[src/design/ifdq_pkg.sv]
// ----------------------------------------------------------------------------
// ifdq_pkg
// Shared types, sizes and helpers of the indexed fifo deque.
// ----------------------------------------------------------------------------
package ifdq_pkg;

  localparam int unsigned DEPTH      = 256;
  localparam int unsigned DATA_WIDTH = 32;

  localparam int unsigned AddrW  = $clog2(DEPTH);
  localparam int unsigned CntW   = $clog2(DEPTH + 1);
  localparam int unsigned SumW   = AddrW + 1;

  // port widths fixed by the transaction format
  localparam int unsigned ReqTypeW = 2;
  localparam int unsigned PushW    = 32;
  localparam int unsigned IndexW   = 8;
  localparam int unsigned RdDataW  = 32;
  localparam int unsigned ErrW     = 2;
  localparam int unsigned CountW   = 9;

  localparam int unsigned CmpW = (CntW > IndexW) ? CntW : IndexW;

  typedef enum logic [ReqTypeW-1:0] {
    REQ_APPEND = 2'd0,
    REQ_REMOVE = 2'd1,
    REQ_READ   = 2'd2,
    REQ_CLEAR  = 2'd3
  } ifdq_req_e;

  typedef enum logic [ErrW-1:0] {
    ERR_OK    = 2'd0,
    ERR_RANGE = 2'd1,
    ERR_EMPTY = 2'd2,
    ERR_FULL  = 2'd3
  } ifdq_err_e;

  // outcome of one request, known at acceptance
  typedef struct packed {
    ifdq_err_e           err;
    logic [CntW-1:0]     count;
    logic                rd_ok;
  } ifdq_stat_t;

  // ring position of an offset from the front, offset below DEPTH
  function automatic logic [AddrW-1:0] ring_add(input logic [AddrW-1:0] front,
                                                input logic [AddrW-1:0] offset);
    logic [SumW-1:0] sum;
    sum = SumW'(front) + SumW'(offset);
    if (sum >= SumW'(DEPTH)) begin
      sum = sum - SumW'(DEPTH);
    end
    return sum[AddrW-1:0];
  endfunction

endpackage

[src/design/ifdq_ctrl.sv]
// ----------------------------------------------------------------------------
// ifdq_ctrl
// Front pointer and count of the ring; decodes a request into a memory
// access and its outcome.
// ----------------------------------------------------------------------------
module ifdq_ctrl
  import ifdq_pkg::*;
(
  input  logic                  clk_i,
  input  logic                  rst_ni,
  input  logic                  accept_i,
  input  ifdq_req_e             req_type_i,
  input  logic [PushW-1:0]      push_value_i,
  input  logic [IndexW-1:0]     read_index_i,
  output logic                  mem_we_o,
  output logic [AddrW-1:0]      mem_waddr_o,
  output logic [DATA_WIDTH-1:0] mem_wdata_o,
  output logic                  mem_re_o,
  output logic [AddrW-1:0]      mem_raddr_o,
  output ifdq_stat_t            stat_o
);

  logic [AddrW-1:0] front_q, front_d;
  logic [CntW-1:0]  count_q, count_d;
  ifdq_stat_t       stat;
  logic             do_write;
  logic             do_read;

  always_comb begin
    front_d    = front_q;
    count_d    = count_q;
    do_write   = 1'b0;
    do_read    = 1'b0;
    stat.err   = ERR_OK;
    stat.rd_ok = 1'b0;
    unique case (req_type_i)
      REQ_APPEND: begin
        if (count_q >= CntW'(DEPTH)) begin
          stat.err = ERR_FULL;
        end else begin
          do_write = 1'b1;
          count_d  = count_q + CntW'(1);
        end
      end
      REQ_REMOVE: begin
        if (count_q == '0) begin
          stat.err = ERR_EMPTY;
        end else begin
          front_d = ring_add(front_q, AddrW'(1));
          count_d = count_q - CntW'(1);
        end
      end
      REQ_READ: begin
        if (CmpW'(read_index_i) >= CmpW'(count_q)) begin
          stat.err = ERR_RANGE;
        end else begin
          do_read    = 1'b1;
          stat.rd_ok = 1'b1;
        end
      end
      REQ_CLEAR: begin
        front_d = '0;
        count_d = '0;
      end
      default: begin
        stat.err = ERR_OK;
      end
    endcase
    stat.count = count_d;
  end

  always_ff @(posedge clk_i or negedge rst_ni) begin
    if (!rst_ni) begin
      front_q <= '0;
      count_q <= '0;
    end else if (accept_i) begin
      front_q <= front_d;
      count_q <= count_d;
    end
  end

  // the back slot lies count entries past the front; count is below DEPTH here
  assign mem_we_o    = accept_i & do_write;
  assign mem_waddr_o = ring_add(front_q, count_q[AddrW-1:0]);
  assign mem_wdata_o = DATA_WIDTH'(push_value_i);
  assign mem_re_o    = accept_i & do_read;
  assign mem_raddr_o = ring_add(front_q, read_index_i[AddrW-1:0]);
  assign stat_o      = stat;

  a_count_bound: assert property (@(posedge clk_i) disable iff (!rst_ni)
    count_q <= CntW'(DEPTH))
    else $error("entry count beyond depth");

  a_clear: assert property (@(posedge clk_i) disable iff (!rst_ni)
    accept_i && req_type_i == REQ_CLEAR |=> count_q == '0 && front_q == '0)
    else $error("clear did not empty the ring");

  a_append_grows: assert property (@(posedge clk_i) disable iff (!rst_ni)
    mem_we_o |=> count_q == $past(count_q) + CntW'(1))
    else $error("append did not grow the count");

  a_one_access: assert property (@(posedge clk_i) disable iff (!rst_ni)
    !(mem_we_o && mem_re_o))
    else $error("write and read in the same transaction");

endmodule

[config.mk]
export PLATFORM = sky130hd
export DESIGN_NAME = ifdq_ctrl
export DESIGN_NICKNAME = d
export VERILOG_FILES = /design/src/design/ifdq_pkg.sv /design/src/design/ifdq_ctrl.sv
export SDC_FILE = /design/constraint.sdc
export NUM_CORES = 1
export LEC_CHECK = 0
export CELL_PAD_IN_SITES_DETAIL_PLACEMENT = 0
export CELL_PAD_IN_SITES_GLOBAL_PLACEMENT = 2
export CORE_MARGIN = 1.5
export CORE_UTILIZATION = 35
export DETAILED_ROUTE_END_ITERATION = 8
export DONT_BUFFER_PORTS = 1
export PLACE_DENSITY = 0.85
export SYNTH_ARGS = -nofsm -noshare
export SYNTH_HDL_FRONTEND = slang
export SYNTH_SLANG_ARGS = --single-unit
export TNS_END_PERCENT = 100
[constraint.sdc]
create_clock -name clk_i -period 2.93 [get_ports clk_i]
set_input_delay 0.4395 -clock clk_i [delete_from_list [all_inputs] [get_ports clk_i]]
set_output_delay 0.4395 -clock clk_i [all_outputs]
set_load 0.01 [all_outputs]
## Word level (Yosys, flattened, before mapping)

Index checks and enable logic that the tools add are counted.

| cells by class | value |
|---|---|
| add/subtract/negate cells | 8 |
| order comparisons | 5 |
| equal/unequal tests | 4 |
| muxes and demuxes | 16 |
| bitwise gates (word level) | 2 |
| reductions and logical operators | 4 |

Operator list:

| cell | number |
|---|---|
| $ge 9x9->1 const B | 4 |
| $mux 8 | 4 |
| $pmux 9 s3 | 1 |
| $sub 8x1->8 const B | 3 |
| $add 8x8->9 | 2 |
| $mux 9 | 2 |
| $pmux 8 s2 | 1 |
| $add 8x1->9 const B | 1 |
| $add 9x1->9 const B | 1 |
| $ge 8x9->1 | 1 |
| $logic_not 9->1 | 1 |
| $sub 9x1->9 const B | 1 |
| $pmux 2 s3 | 1 |
| $mux 1 | 5 |
| $eq 2x2->1 const B | 2 |
| $mux 2 | 2 |
| $reduce_and 3->1 | 1 |
| $and 1x1->1 | 2 |
| $eq 2x1->1 const B | 1 |
| $logic_not 2->1 | 1 |
| $ne 2x2->1 const B | 1 |
| $reduce_bool 2->1 | 1 |

| storage, ports and cells | value |
|---|---|
| register bits after elaboration | 17 |
| input port bits | 45 |
| output and inout port bits | 62 |

## Depth between registers and ports, before layout

| logic depth | value |
|---|---|
| depth after elaboration | 5 |
| mapped depth | 9 |
| gate-level depth less buffers | 8 |

## Worst setup path after synthesis

OpenSTA, ideal clock, no wires.

| timing | value |
|---|---|
| path kind | register -> output |
| start point | register count_q[0] |
| end point | output stat_o[8] in the netlist's numbering |
| arrival | 2.024 ns |
| setup slack | 0.466 ns |
| cell stages (with the launch flop) | 8 |
| buffers on the path | 0 |
| cells stage by stage | dfrtp_1 > inv_1 > ha_1 > or3b_1 > o31a_1 > nand3_1 > a211oi_1 > a211o_2 |

RTL lines:

| what | RTL line | source |
|---|---|---|
| start, declared | ifdq_ctrl.sv:24 | `logic [CntW-1:0] count_q, count_d;` |
| start signal, assigned | ifdq_ctrl.sv:78 | `count_q <= count_d;` |
| end, declared | ifdq_ctrl.sv:20 | `output ifdq_stat_t stat_o` |

## Worst setup path after layout

| timing | value |
|---|---|
| start point | register front_q[0] |
| end point | output mem_waddr_o[6] |

| between the ends | value |
|---|---|
| longest elaborated chain between the ends | 3 |
| elaborated cells between the ends (all ways) | 4 |
| those cells by class | 2 x add/sub; 1 x order compare; 1 x mux |

Ends and longest elaborated chain:

| what | RTL line | source |
|---|---|---|
| start, declared | ifdq_ctrl.sv:23 | `logic [AddrW-1:0] front_q, front_d;` |
| start signal, assigned | ifdq_ctrl.sv:77 | `front_q <= front_d;` |
| $add 8x8->9 (*) | ifdq_pkg.sv:49 | `sum = SumW'(front) + SumW'(offset);` |
| $sub 8x1->8 or $ge 9x9->1 (tied branches) | ifdq_pkg.sv:51, ifdq_pkg.sv:50 |  |
| $mux 8 (*) | ifdq_pkg.sv:50 | `if (sum >= SumW'(DEPTH)) begin` |
| end, declared | ifdq_ctrl.sv:16 | `output logic [AddrW-1:0] mem_waddr_o,` |

Mark *: on every way between the ends. The rest lies on a longest branch, timed or not.

==> metrics.txt <==
# TYPE chip_impl_metric gauge
chip_impl_metric{name="fp.dieH",unit="um"} 86.9
chip_impl_metric{name="r2r_cells",unit=""} 7
chip_impl_metric{name="post-synth-top-area-fraction",unit="%"} 17.3
chip_impl_info{name="highest_layer",value="met4"} 1
chip_impl_metric{name="routed_via_count_divided_by_cell_count",unit=""} 5.54
chip_impl_metric{name="worst_hold_margin",unit="ps"} 286
chip_impl_info{name="run_status",value="finished clean"} 1
chip_impl_info{name="clock-root-buffer",value="sky130_fd_sc_hd__clkbuf_8"} 1
chip_impl_metric{name="synth_area",unit="um^2"} 2460
chip_impl_metric{name="drt_first_pass_iters",unit=""} 4
chip_impl_metric{name="seq_area_frac_synth",unit="%"} 17.3
chip_impl_metric{name="final-setup-viol-count",unit=""} 0
chip_impl_info{name="worstSetupPathType",value="reg2out"} 1
chip_impl_info{name="rr_startpoint",value="count_q[0]"} 1
chip_impl_metric{name="first_pass_grt_wire_length",unit="um"} 10700
chip_impl_metric{name="number_of_buffers_added_on_ports",unit=""} 0
chip_impl_metric{name="synth.net_count",unit=""} 394
chip_impl_info{name="synth_top_family_by_area",value="simple AND/OR/NAND/NOR gates"} 1
chip_impl_metric{name="coreArea",unit="um^2"} 6790
chip_impl_metric{name="synth-edff-count",unit=""} 0
chip_impl_metric{name="async_reset_ff_share",unit="%"} 100
chip_impl_metric{name="report.final.hold_viol_count",unit=""} 0
chip_impl_metric{name="floorplan.io_pins",unit=""} 107
chip_impl_metric{name="htreeDepth",unit=""} 1
chip_impl_metric{name="clk_pin_slew",unit="ps"} 80
chip_impl_metric{name="met2_length",unit="um"} 2870
chip_impl_metric{name="routed_wire_length_per_instance",unit="um"} 17.0
chip_impl_metric{name="gpl.final_weighted_congestion",unit=""} 0.837
chip_impl_metric{name="synth_simple_gate_area_share",unit="%"} 22.4
chip_impl_metric{name="clkPwrFrac",unit="%"} 12.6
chip_impl_metric{name="detailedPlacementHpwl",unit="um"} 5070
chip_impl_metric{name="post_synth_xor_area_fraction",unit="%"} 7.12
chip_impl_metric{name="clockBufferDepth",unit=""} 2
chip_impl_metric{name="synth-compound-area-share",unit="%"} 19.8
chip_impl_metric{name="layout.core_utilization",unit="%"} 35.4
chip_impl_metric{name="timing.clock.skew",unit="ps"} 7.91
chip_impl_metric{name="part_of_the_power_in_registers",unit="%"} 26.9
chip_impl_metric{name="worstMarginPinSlew",unit="ps"} 889
chip_impl_metric{name="timing.setup.tns",unit="ps"} 0
chip_impl_info{name="hold-path-endpoint",value="count_q[6]"} 1
chip_impl_metric{name="finalNonFillerCells",unit=""} 384
chip_impl_metric{name="post_synth_fa_ha_maj_area_fraction",unit="%"} 14.3
chip_impl_info{name="start_kind",value="flip-flop"} 1
chip_impl_metric{name="n_antenna_cell",unit=""} 0
chip_impl_metric{name="cp.required",unit="ps"} 2490
chip_impl_metric{name="final.min_clock_period",unit="ps"} 2800
chip_impl_metric{name="drtIter0Drc",unit=""} 130
chip_impl_metric{name="detail_route.wirelength.met1",unit="um"} 3040
chip_impl_metric{name="yosysWarnings",unit=""} 0
chip_impl_metric{name="worst_rel_slew_slack",unit="%"} 40.6
chip_impl_metric{name="power_report.internal_total",unit="W"} 0.000771
chip_impl_metric{name="nets",unit=""} 361
chip_impl_metric{name="netSwitchingPower",unit="W"} 0.000749
chip_impl_metric{name="synth_cells",unit=""} 322
chip_impl_metric{name="comb_pwr_share",unit="%"} 60.5
chip_impl_info{name="cts_tree",value="built"} 1
chip_impl_metric{name="synth_area_per_cell",unit="um^2"} 7.64
chip_impl_metric{name="maxCapViolations",unit=""} 0
chip_impl_info{name="r2r-end",value="count_q[5]"} 1
chip_impl_metric{name="met3WireLength",unit="um"} 505
chip_impl_metric{name="finalCritPeriodShare",unit="%"} 95.4
chip_impl_info{name="synth_top_cells_by_area",value="sky130_fd_sc_hd__dfrtp_1, sky130_fd_sc_hd__ha_1, sky130_fd_sc_hd__buf_4, sky130_fd_sc_hd__nor2_1, sky130_fd_sc_hd__xnor2_1"} 1
chip_impl_metric{name="via_count",unit=""} 2128
chip_impl_metric{name="r2r_slack",unit="ps"} 670
chip_impl_metric{name="max_vdd_drop",unit="mV"} 0.267
chip_impl_info{name="dominantRegCellSynth",value="sky130_fd_sc_hd__dfrtp_1"} 1
chip_impl_metric{name="area.growth.synth_to_final",unit="%"} -2.24
chip_impl_metric{name="maxClockFrequency",unit="MHz"} 358
chip_impl_metric{name="power_density",unit="nW/um^2"} 632
chip_impl_metric{name="timing.final.max_slew_violations",unit=""} 0
chip_impl_metric{name="fillCellCount",unit=""} 737
chip_impl_metric{name="min_path_cells",unit=""} 1
chip_impl_info{name="timing.hold.worst.start",value="accept_i"} 1
chip_impl_metric{name="worst_skew_pair.late_latency",unit="ps"} 260
chip_impl_metric{name="grt_remaining_overflow",unit=""} 0
chip_impl_metric{name="post_route_cells_drive_above_1_share",unit="%"} 12.5
chip_impl_metric{name="critical_path_peak_fanout",unit=""} 8
chip_impl_metric{name="count_of_clock_tree_sinks",unit=""} 17
chip_impl_info{name="synth_largest_area_cell",value="sky130_fd_sc_hd__dfrtp_1"} 1
chip_impl_metric{name="rows",unit=""} 30
chip_impl_metric{name="crit_arrival",unit="ps"} 2360
chip_impl_metric{name="total_drc_errors_in_the_routed_layout",unit=""} 0
chip_impl_metric{name="synth-seq-cells",unit=""} 17
chip_impl_metric{name="dp.cells",unit=""} 377
chip_impl_info{name="endpoint_kind",value="output port"} 1
chip_impl_info{name="setup_repair_after_global_routing_missed_its_margin",value="no"} 1
chip_impl_metric{name="drtAntennaViolNets",unit=""} 0
chip_impl_metric{name="grt_pass1_vias",unit=""} 1984
chip_impl_metric{name="grtUsageTotal",unit="%"} 17.9
chip_impl_metric{name="grt_antenna_before_repair",unit=""} 0
chip_impl_metric{name="area_of_the_die",unit="um^2"} 7540
chip_impl_metric{name="synth_mux_area_share",unit="%"} 2.59
chip_impl_metric{name="cts-buffers-inserted",unit=""} 3
chip_impl_metric{name="synthDistinctLibCells",unit=""} 55
chip_impl_metric{name="width_of_the_chip",unit="um"} 86.9
chip_impl_metric{name="maximum_number_of_pins_on_one_net_before_global_route_repair",unit=""} 33
chip_impl_metric{name="routed_wirelength",unit="um"} 6510
chip_impl_metric{name="power.switching_fraction",unit="%"} 49.3
chip_impl_metric{name="layout_setup_ws",unit="ps"} 133
chip_impl_info{name="min-delay-path-class",value="in2reg"} 1
chip_impl_metric{name="pre_cts_slack",unit="ps"} 220
chip_impl_metric{name="initial_utilization",unit="%"} 36.2
chip_impl_metric{name="total_leakage_power",unit="nW"} 1.02
cell usage in the layout, fill, tap and decap left out, types with 4 or more instances in the layout:
master / count
sky130_fd_sc_hd__xnor2_1: 12
sky130_fd_sc_hd__nand4_1: 4
sky130_fd_sc_hd__nand2b_1: 5
sky130_fd_sc_hd__buf_4: 9
sky130_fd_sc_hd__nor4_1: 4
sky130_fd_sc_hd__nand3_1: 15
sky130_fd_sc_hd__xor2_1: 8
sky130_fd_sc_hd__dfrtp_2: 4
sky130_fd_sc_hd__nand2_1: 21
sky130_fd_sc_hd__o21ai_0: 13
sky130_fd_sc_hd__nor2_1: 33
sky130_fd_sc_hd__ha_1: 25
sky130_fd_sc_hd__nor2b_1: 8
sky130_fd_sc_hd__inv_1: 21
sky130_fd_sc_hd__a21oi_1: 16
sky130_fd_sc_hd__dfrtp_1: 13
sky130_fd_sc_hd__o22ai_1: 4
layout make-up:
cell class | instances | area [um^2] | share of cell area (%)
repair buffers | 10 | 77.6 | 3.22
flip-flops and latches | 17 | 430 | 17.9
clock buffers | 3 | 41.3 | 1.72
inverters | 23 | 86.3 | 3.59
multi-input cells | 234 | 1650 | 68.4
well taps | 96 | 120 | 4.99
clock inverters | 1 | 5.00 | 0.208
state kept, by name, summed over array words and instances, names as in the netlist:
| signal | flops |
|---|---|
| count_q | 9 |
| front_q | 8 |
layer usage:
layer	vias to the layer above	GRT usage [%]
met5	-	0
met4	0	4.69
met3	12	3.41
li1	1041	-
met2	86	27.6
met1	989	25.6
cell usage after synthesis (3+ instances only):
cell / n
sky130_fd_sc_hd__nand2_1: 21
sky130_fd_sc_hd__a21oi_1: 16
sky130_fd_sc_hd__o211ai_1: 3
sky130_fd_sc_hd__nor2b_1: 8
sky130_fd_sc_hd__o21ai_0: 15
sky130_fd_sc_hd__mux2i_1: 3
sky130_fd_sc_hd__nor2_1: 33
sky130_fd_sc_hd__o311ai_0: 4
sky130_fd_sc_hd__dfrtp_1: 17
sky130_fd_sc_hd__nand4_1: 4
sky130_fd_sc_hd__inv_1: 23
sky130_fd_sc_hd__a211oi_1: 3
sky130_fd_sc_hd__buf_4: 33
sky130_fd_sc_hd__o22ai_1: 5
sky130_fd_sc_hd__mux2_2: 3
sky130_fd_sc_hd__nand3_1: 16
sky130_fd_sc_hd__nand2b_1: 5
sky130_fd_sc_hd__nor4_1: 4
sky130_fd_sc_hd__nor3b_1: 3
sky130_fd_sc_hd__xor2_1: 8
sky130_fd_sc_hd__clkbuf_1: 12
sky130_fd_sc_hd__xnor2_1: 12
sky130_fd_sc_hd__nor3_1: 3
sky130_fd_sc_hd__ha_1: 25
metrics by stage:
step | cell area (um^2) | power (W)
final | 2410 | 0.00152
after floorplan | 2460 | 0.00115
after global placement | 2310 | 0.00129
after global routing | 2410 | 0.00167
after detailed placement | 2310 | 0.00130
after CTS | 2380 | 0.00150
worst max path at each step:
stage / startpoint / to / cells past startpoint
2_1_floorplan: count_q[0] / stat_o[8] / 7
3_3_place_gp: count_q[0] / stat_o[6] / 7
3_5_place_dp: count_q[0] / stat_o[6] / 7
4_1_cts: count_q[0] / mem_waddr_o[6] / 8
5_1_grt: count_q[0] / stat_o[8] / 7
6_report: front_q[0] / mem_waddr_o[6] / 8
cells by family after synthesis:
logic type,count (synthesis)
AO/OA/AOI/OAI,72
XOR/XNOR,20
adder cells (fa/ha/maj),27
buffers and inverters,71
flip-flops,17
multiplexers,6
AND/OR/NAND/NOR,109
power by group through the flow:
stage	Clock [W]	Combinational [W]	Sequential [W]
after floorplan	0	0.000819	0.000333
after global placement	0	0.000884	0.000407
after detailed placement	0	0.000888	0.000408
after CTS	0.000192	0.000903	0.000406
after global routing	0.000206	0.00104	0.000424
final	0.000191	0.000920	0.000409
critical path, cell delays in order, from the launching register on:
cell and delay, ps:
sky130_fd_sc_hd__dfrtp_2 470, sky130_fd_sc_hd__ha_1 230, sky130_fd_sc_hd__inv_1 80, sky130_fd_sc_hd__fa_2 230
sky130_fd_sc_hd__nor2b_1 50, sky130_fd_sc_hd__o21ai_1 160, sky130_fd_sc_hd__a21boi_1 120, sky130_fd_sc_hd__or4b_2 630
sky130_fd_sc_hd__nand3_2 110
what timing repair did:
action | in CTS | in global routing
endpoints found under the setup margin | 3 | 8
hold buffers | 1 | 0
resized for setup | 5 | 10
setup buffers | 0 | 2
pin swaps | 0 | 1
hold endpoints to repair | 17 | 0
Power figures use the tool's default switching activity.
